## src/hdl/kbsh_pkg.sv

```systemverilog
// Shared request/response types and codes for the keyboard strobe handshake block.
package kbsh_pkg;

   // Request modes
   localparam logic [1:0] MODE_PUSH  = 2'd0;
   localparam logic [1:0] MODE_STEP  = 2'd1;
   localparam logic [1:0] MODE_ACK   = 2'd2;
   localparam logic [1:0] MODE_RESET = 2'd3;

   // Handshake phases
   localparam logic [1:0] PH_IDLE       = 2'd0;
   localparam logic [1:0] PH_WAIT_ACK   = 2'd1;
   localparam logic [1:0] PH_WAIT_CLEAR = 2'd2;

   // Configuration register indexes
   localparam logic CSR_ACK_TIMEOUT   = 1'b0;
   localparam logic CSR_CLEAR_TIMEOUT = 1'b1;

   localparam logic [15:0] ACK_TIMEOUT_RESET   = 16'd100;
   localparam logic [15:0] CLEAR_TIMEOUT_RESET = 16'd200;

   // Character filter constants
   localparam logic [7:0] CHAR_LF      = 8'h0A;
   localparam logic [7:0] CHAR_CR      = 8'h0D;
   localparam logic [7:0] CHAR_LOWER_A = 8'h61;
   localparam logic [7:0] CHAR_LOWER_Z = 8'h7A;
   localparam logic [7:0] CASE_OFFSET  = 8'h20;

   typedef struct packed {
      logic [1:0]  mode;
      logic [7:0]  char_in;
      logic [31:0] now_ms;
      logic        clear_level;
   } req_type;

   typedef struct packed {
      logic       strobe_res;
      logic [7:0] data_out;
      logic [1:0] phase;
      logic       fifo_full;
      logic       fifo_empty;
      logic       idle;
      logic       push_dropped;
      logic       timed_out;
   } rsp_type;

endpackage

```

## src/hdl/keyboard_strobe_handshake_top.sv

```systemverilog
// Keyboard strobe handshake: character queue plus strobe/acknowledge/clear sequencer.
//
//   channel  direction  handshake            payload
//   req_     in         req_valid/req_stall  req_data (mode, char_in, now_ms, clear_level)
//   rsp_     out        rsp_valid/rsp_stall  rsp_data (strobe, port byte, phase, flags)
//   csr_     in         csr_wr_en            csr_index, csr_wr_data (16 bit timeouts)
//
// One request per cycle while req_stall is low; its response is registered on acceptance.
// The character queue sits in a RAM whose read port always points at the next head,
// so a pop has its byte ready; a push into the entry being read is forwarded.
// A two-entry response buffer parts the sides: req_stall rises only when both
// entries hold unread responses. Reset is synchronous and takes effect at once,
// with no clearing pass; queue entries are only read after being written.
module keyboard_strobe_handshake_top
   import kbsh_pkg::*;
#(
   parameter int QUEUE_DEPTH = 16
) (
   input  logic        clock,
   input  logic        reset,
   input  logic        req_valid,
   output logic        req_stall,
   input  req_type     req_data,
   output logic        rsp_valid,
   input  logic        rsp_stall,
   output rsp_type     rsp_data,
   input  logic        csr_wr_en,
   input  logic        csr_index,
   input  logic [15:0] csr_wr_data
);

   localparam int AW = $clog2(QUEUE_DEPTH);
   localparam int CW = $clog2(QUEUE_DEPTH + 1);
   localparam logic [AW-1:0] LAST_IDX = AW'(QUEUE_DEPTH - 1);
   localparam logic [CW-1:0] FULL_CNT = CW'(QUEUE_DEPTH);

   // Configuration
   logic [15:0] ack_to_ff, clear_to_ff;

   // Handshake state
   logic [1:0]    phase_ff, phase_in;
   logic          ack_ff, ack_in;
   logic          strobe_ff, strobe_in;
   logic [7:0]    port_ff, port_in;
   logic [31:0]   start_ff, start_in;
   logic [AW-1:0] head_ff, head_in;
   logic [AW-1:0] tail_ff, tail_in;
   logic [CW-1:0] count_ff, count_in;

   // Head forwarding for a push that lands on the entry being read
   logic          byp_ff;
   logic [6:0]    byp_data_ff;

   // Queue RAM
   logic          ram_wr_en;
   logic [6:0]    ram_wr_data;
   logic [6:0]    ram_rd_data;
   logic [6:0]    head_data;

   // Response buffer
   rsp_type       slot0_ff, slot1_ff;
   logic [1:0]    rsp_cnt_ff;
   rsp_type       rsp_new;

   logic          req_fire, rsp_fire;
   logic [31:0]   elapsed;
   logic          ack_late, clear_late;

   assign req_stall = (rsp_cnt_ff == 2'd2);
   assign req_fire  = req_valid && !req_stall;
   assign rsp_valid = (rsp_cnt_ff != 2'd0);
   assign rsp_fire  = rsp_valid && !rsp_stall;
   assign rsp_data  = slot0_ff;

   assign head_data  = byp_ff ? byp_data_ff : ram_rd_data;
   assign elapsed    = req_data.now_ms - start_ff;
   assign ack_late   = elapsed > {16'd0, ack_to_ff};
   assign clear_late = elapsed > {16'd0, clear_to_ff};

   kbsh_ram #(
      .WIDTH (7),
      .DEPTH (QUEUE_DEPTH)
   ) u_queue_ram (
      .clock   (clock),
      .wr_en   (ram_wr_en),
      .wr_addr (tail_ff),
      .wr_data (ram_wr_data),
      .rd_addr (head_in),
      .rd_data (ram_rd_data)
   );

   // Next state for the accepted request, and its response
   always_comb begin
      logic [7:0] ch;
      logic       dropped;
      logic       tout;
      logic       check_clear;

      ch          = req_data.char_in;
      dropped     = 1'b0;
      tout        = 1'b0;
      check_clear = 1'b0;

      phase_in    = phase_ff;
      ack_in      = ack_ff;
      strobe_in   = strobe_ff;
      port_in     = port_ff;
      start_in    = start_ff;
      head_in     = head_ff;
      tail_in     = tail_ff;
      count_in    = count_ff;
      ram_wr_en   = 1'b0;

      // Filter the character: map LF to CR, fold lower case to upper case
      if (ch == CHAR_LF) begin
         ch = CHAR_CR;
      end
      if (ch >= CHAR_LOWER_A && ch <= CHAR_LOWER_Z) begin
         ch = ch - CASE_OFFSET;
      end
      ram_wr_data = ch[6:0];

      if (req_fire) begin
         case (req_data.mode)
            MODE_PUSH: begin
               if (req_data.char_in[7] || count_ff == FULL_CNT) begin
                  dropped = 1'b1;
               end else begin
                  ram_wr_en = 1'b1;
                  tail_in   = (tail_ff == LAST_IDX) ? '0 : tail_ff + 1'b1;
                  count_in  = count_ff + 1'b1;
               end
            end
            MODE_STEP: begin
               case (phase_ff)
                  PH_WAIT_ACK: begin
                     if (!ack_ff) begin
                        if (ack_late) begin
                           tout = 1'b1;
                        end
                     end else begin
                        strobe_in   = 1'b0;
                        ack_in      = 1'b0;
                        phase_in    = PH_WAIT_CLEAR;
                        check_clear = 1'b1;
                     end
                  end
                  PH_WAIT_CLEAR: begin
                     check_clear = 1'b1;
                  end
                  default: begin
                     phase_in = PH_IDLE;
                     if (count_ff != '0) begin
                        port_in   = {1'b1, head_data};
                        head_in   = (head_ff == LAST_IDX) ? '0 : head_ff + 1'b1;
                        count_in  = count_ff - 1'b1;
                        ack_in    = 1'b0;
                        strobe_in = 1'b1;
                        start_in  = req_data.now_ms;
                        phase_in  = PH_WAIT_ACK;
                     end
                  end
               endcase
               if (check_clear) begin
                  if (!req_data.clear_level) begin
                     phase_in = PH_IDLE;
                  end else if (clear_late) begin
                     tout = 1'b1;
                  end
               end
               // Abort on timeout: drop strobe, zero the port
               if (tout) begin
                  strobe_in = 1'b0;
                  port_in   = 8'd0;
                  ack_in    = 1'b0;
                  phase_in  = PH_IDLE;
               end
            end
            MODE_ACK: begin
               ack_in = 1'b1;
            end
            default: begin
               strobe_in = 1'b0;
               port_in   = 8'd0;
               ack_in    = 1'b0;
               start_in  = 32'd0;
               phase_in  = PH_IDLE;
            end
         endcase
      end

      rsp_new.strobe_res   = strobe_in;
      rsp_new.data_out     = port_in;
      rsp_new.phase        = phase_in;
      rsp_new.fifo_full    = (count_in == FULL_CNT);
      rsp_new.fifo_empty   = (count_in == '0);
      rsp_new.idle         = (count_in == '0) && (phase_in == PH_IDLE);
      rsp_new.push_dropped = dropped;
      rsp_new.timed_out    = tout;
   end

   // Handshake and queue pointers
   always_ff @(posedge clock) begin
      if (reset) begin
         phase_ff  <= PH_IDLE;
         ack_ff    <= 1'b0;
         strobe_ff <= 1'b0;
         port_ff   <= 8'd0;
         start_ff  <= 32'd0;
         head_ff   <= '0;
         tail_ff   <= '0;
         count_ff  <= '0;
         byp_ff    <= 1'b0;
      end else begin
         phase_ff  <= phase_in;
         ack_ff    <= ack_in;
         strobe_ff <= strobe_in;
         port_ff   <= port_in;
         start_ff  <= start_in;
         head_ff   <= head_in;
         tail_ff   <= tail_in;
         count_ff  <= count_in;
         // Forward a write that hits the entry the RAM is reading this cycle
         byp_ff    <= ram_wr_en && (tail_ff == head_in);
      end
   end

   always_ff @(posedge clock) begin
      byp_data_ff <= ram_wr_data;
   end

   // Configuration registers
   always_ff @(posedge clock) begin
      if (reset) begin
         ack_to_ff   <= ACK_TIMEOUT_RESET;
         clear_to_ff <= CLEAR_TIMEOUT_RESET;
      end else if (csr_wr_en) begin
         case (csr_index)
            CSR_ACK_TIMEOUT:   ack_to_ff   <= csr_wr_data;
            CSR_CLEAR_TIMEOUT: clear_to_ff <= csr_wr_data;
            default: ;
         endcase
      end
   end

   // Two-entry response buffer: slot0 is shown, slot1 holds the skid entry
   always_ff @(posedge clock) begin
      if (reset) begin
         rsp_cnt_ff <= 2'd0;
      end else begin
         rsp_cnt_ff <= rsp_cnt_ff + {1'b0, req_fire} - {1'b0, rsp_fire};
      end
   end

   always_ff @(posedge clock) begin
      if (rsp_fire && rsp_cnt_ff == 2'd2) begin
         slot0_ff <= slot1_ff;
      end
      if (req_fire) begin
         if (rsp_cnt_ff == 2'd0 || (rsp_cnt_ff == 2'd1 && rsp_fire)) begin
            slot0_ff <= rsp_new;
         end else begin
            slot1_ff <= rsp_new;
         end
      end
   end

   // Strobe is only high while waiting for acknowledge
   a_strobe_phase: assert property (@(posedge clock) disable iff (reset)
      strobe_ff |-> phase_ff == PH_WAIT_ACK)
      else $error("strobe high outside acknowledge wait");

   // Queue fill never passes its depth
   a_count_bound: assert property (@(posedge clock) disable iff (reset)
      count_ff <= FULL_CNT)
      else $error("queue count beyond depth");

   // Response buffer never overfills
   a_rsp_bound: assert property (@(posedge clock) disable iff (reset)
      rsp_cnt_ff != 2'd3)
      else $error("response buffer overflow");

   // A pop from idle raises the strobe with bit 7 of the port set
   a_pop_drive: assert property (@(posedge clock) disable iff (reset)
      (req_fire && req_data.mode == MODE_STEP && phase_ff == PH_IDLE && count_ff != '0)
      |=> strobe_ff && port_ff[7] && count_ff == $past(count_ff) - 1'b1)
      else $error("pop did not drive the port");

   // Forwarding is only armed when the queue was empty before the push
   a_bypass_empty: assert property (@(posedge clock) disable iff (reset)
      byp_ff |-> count_ff == CW'(1) || $past(req_data.mode) == MODE_PUSH)
      else $error("forwarding armed with a non-empty queue");

endmodule

```

## src/hdl/kbsh_ram.sv

```systemverilog
// Generic single-write, single-read synchronous RAM with registered read data.
module kbsh_ram #(
   parameter int WIDTH = 8,
   parameter int DEPTH = 16
) (
   input  logic                     clock,
   input  logic                     wr_en,
   input  logic [$clog2(DEPTH)-1:0] wr_addr,
   input  logic [WIDTH-1:0]         wr_data,
   input  logic [$clog2(DEPTH)-1:0] rd_addr,
   output logic [WIDTH-1:0]         rd_data
);

   logic [WIDTH-1:0] mem [DEPTH];

   always_ff @(posedge clock) begin
      if (wr_en) begin
         mem[wr_addr] <= wr_data;
      end
      rd_data <= mem[rd_addr];
   end

endmodule

```

## config.mk

```make
export PLATFORM = sky130hd
export DESIGN_NAME = keyboard_strobe_handshake_top
export DESIGN_NICKNAME = d
export VERILOG_FILES = /design/src/hdl/kbsh_pkg.sv /design/src/hdl/keyboard_strobe_handshake_top.sv /design/src/hdl/kbsh_ram.sv
export SDC_FILE = /design/constraint.sdc
export NUM_CORES = 1
export LEC_CHECK = 0
export BUFFER_PORTS_ARGS = -buffer_cell sky130_fd_sc_hd__buf_2
export CAP_MARGIN = 20
export CORE_UTILIZATION = 66
export DETAILED_ROUTE_END_ITERATION = 10
export HOLD_SLACK_MARGIN = 0.08
export PLACE_DENSITY_LB_ADDON = 0.05
export SLEW_MARGIN = 20
export SYNTH_ARGS = -nofsm -noshare
export SYNTH_HDL_FRONTEND = slang
export SYNTH_SLANG_ARGS = --single-unit
```

## constraint.sdc

```tcl
create_clock -name clock -period 14.57 [get_ports clock]
set_input_delay 2.1855 -clock clock [delete_from_list [all_inputs] [get_ports clock]]
set_output_delay 2.1855 -clock clock [all_outputs]
set_load 0.005 [all_outputs]
```

==> results.ini <==
[logic_synthesis]
dominantRegCellSynth = edfxtp_1
synth_area_um2 = 12930
avgSynthCellArea_um2 = 10.59
ys_async_sr_fraction_pct = 0
synthDominantCellAreaShare_pct = 29.73
synth_common_cells = edfxtp_1 (128), nand2_1 (127), dfxtp_1 (122)
synth_nets = 1361
ys_ff_latch = 250
synth_edf_count = 128
ys_types = 84
synth_area_leaders = edfxtp_1 (30%), dfxtp_1 (19%), ha_1 (7.2%), mux4_2 (6.1%), nand2_1 (3.7%)
ys_seq_area_share_pct = 48.62
synth_largest_area_cell = edfxtp_1
syn-instance-count = 1221
ys.warnings.count = 0
yosysMostFrequentCell = edfxtp_1

[hold_path]
worst_hold_path_type = reg -> reg

[floorplan]
core_um2 = 18960
pin_count = 83
fp.dieW_um = 142.0
fp-row-count = 50
die_h_um = 142.0
initial_core_util_pct = 68.21
dieArea_um2 = 20150

[placed_design]
dp_hpwl_um = 21240
place_ws_ns = 7.302
port_buffers = 82
place_congestion = 0.9420

[timing]
hold_viol = 0
fin_ws_ns = 7.724
min_period_ns = 6.846
slew_headroom_pct = 24.42
tightest_slew_ns = 1.130
fin_crit_sh_pct = 46.99
clock_skew_ns = 0.01112
grt_setup_unrepaired = no
setup_violations = 0
setup_tns_ns = 0
max_freq_mhz = 146.1
finalMaxSlewViolations = 0

[setup_path]
end_kind = flop
crit_type = in -> reg
cp.arrival_ns = 7.21
cp-start-kind = input pin
cp_max_fo = 16
required_ns = 14.94

[pwr]
powerDensity_nw_per_um2 = 118.2
peakVddDrop_mv = 0.1205
p_leak_uw = 0.005304

[routing]
postRouteAntennaNets = 0
route.vias.total = 9768
wl_per_cell_um = 19.73
first_iter_violations = 952
drtPass1Iterations = 5
drcViolationCount = 0
wl_um = 30840
vias_per_cell = 6.250

[cells_and_area]
fillers = 1308
area.sequential_um2 = 6286
multiInputGateArea_um2 = 6093
nNetsFinal = 1423
drive_gt1_share_pct = 16.42
n_antenna_cell = 0
area_growth_pct = 11.23

[global_routing]
grt_max_degree = 69
grt_overflow_total = 0
grt_pass1_wl_um = 48570
antenna_found_initial = 0
grt_pass1_vias = 9194
grt_util_all_layers_pct = 31.12

[clocking]
cts-resized-gates = 0
cts_buffers = 26
cts.reportedPaths.clkPinSlew_ns = 0.06
cts-root-buf = clkbuf_16
htree_levels = 1
cts_tree = done
clockBufferDepth = 3
clock_latency_ns = 0.54
cts.sinks = 250
cts_setup_buffers = 0
cts_hold_buf = 0

[run_status]
status = finished clean

[run]
cap_viol_max_count = 0

==> worst paths after layout <==
| check | startpoint | endpoint | slack, ns | cells past startpoint |
|---|---|---|---|---|
| setup / recovery | req_data[1] | slot1_ff[13]$_DFFE_PP_ | 7.72 | 21 |
| hold / removal | ack_to_ff[15]$_SDFFE_PP0P_ | ack_to_ff[15]$_SDFFE_PP0P_ | 0.46 | 2 |
| setup reg to reg | start_ff[0]$_SDFFE_PP0P_ | slot1_ff[13]$_DFFE_PP_ | 9.22 | 19 |
| hold reg to reg | ack_to_ff[15]$_SDFFE_PP0P_ | ack_to_ff[15]$_SDFFE_PP0P_ | 0.46 | 2 |
==> worst max-delay path, stage by stage <==
cell	delay, ns
buf_2	0.11
inv_1	0.05
ha_1	0.22
fa_1	0.41
nor2b_1	0.20
o2111a_1	0.30
nor2_1	0.10
o21a_1	0.22
o21a_1	0.20
xnor2_1	0.20
ha_1	0.28
nand4_1	0.14
nor2_1	0.08
nor3b_1	0.13
a2111oi_0	0.39
o2111ai_1	0.17
nor4_1	0.36
nand4_1	0.25
nor3_4	0.61
o21ai_2	0.34
o22ai_1	0.27
==> flip-flops by register name, indices dropped and copies added (netlist names), 4 cells and up <==
name	flops
ack_to_ff	16
byp_data_ff	7
clear_to_ff	16
count_ff	5
head_ff	4
port_ff	8
rsp_data	16
slot1_ff	16
start_ff	32
tail_ff	4
u_queue_ram.mem	112
u_queue_ram.rd_data	7
==> final cells by class <==
class / count / share of cell area (%)
Clock buffer: 29 / 4.672
Tap cell: 260 / 2.262
Inverter: 92 / 2.401
Multi-Input combinational cell: 823 / 42.37
Timing Repair Buffer: 90 / 3.254
Sequential cell: 250 / 43.71
Clock inverter: 19 / 1.340
==> power by group <==
group | total (µW) | internal (µW) | leakage (µW) | switching [µW]
Combinational | 247 | 102 | 0.00274 | 145
Clock | 670 | 387 | 0.000410 | 282
Sequential | 783 | 768 | 0.00215 | 14.5
==> metal layers <==
| layer | GRT usage [%] | part of all wire (%) | vias to the layer above |
|---|---|---|---|
| met3 | 4.172 | 8.3 | 64 |
| met4 | 8.546 | 2.7 | 0 |
| met2 | 49.16 | 45 | 459 |
| li1 | - | - | 4619 |
| met1 | 45.41 | 44 | 4626 |
| met5 | 0 | 0 | - |
==> logic make-up (layout without fill, tap and decap cells) <==
| kind of cell | Yosys count | after routing | synth area share, % |
|---|---|---|---|
| multiplexers | 64 | 64 | 8.429 |
| XOR/XNOR | 28 | 28 | 1.897 |
| AO/OA/AOI/OAI | 289 | 289 | 15.67 |
| flip-flops | 250 | 250 | 48.62 |
| buffers and inverters | 148 | 230 | 4.567 |
| adder cells (fa/ha/maj) | 75 | 75 | 7.316 |
| AND/OR/NAND/NOR | 367 | 367 | 13.51 |
==> cell usage in the layout (no fill, tap or decap), types with 18 or more instances in the layout <==
master	count
a21oi_1	81
a22oi_1	35
buf_2	82
clkbuf_16	26
dfxtp_1	122
edfxtp_1	128
ha_1	74
inv_1	92
mux2i_1	19
mux4_2	35
nand2_1	127
nand4_1	18
nor2_1	100
nor3_1	20
o211ai_1	19
o21ai_0	35
xnor2_1	18
==> metrics by stage <==
step	std cells	power (µW)	hold slack [ns]	area [µm²]	utilization, %
finish	1563	1699	0.4557	14380	75.87
global route	1563	1758	0.4766	14380	75.87
CTS	1562	1701	0.4552	14370	75.82
detailed placement	1514	1040	0.4465	13510	71.26
global placement	1514	1034	0.4439	13510	71.26
floorplan	1221	964.2	0.4363	12930	-
(Power assumes the default switching activity.)
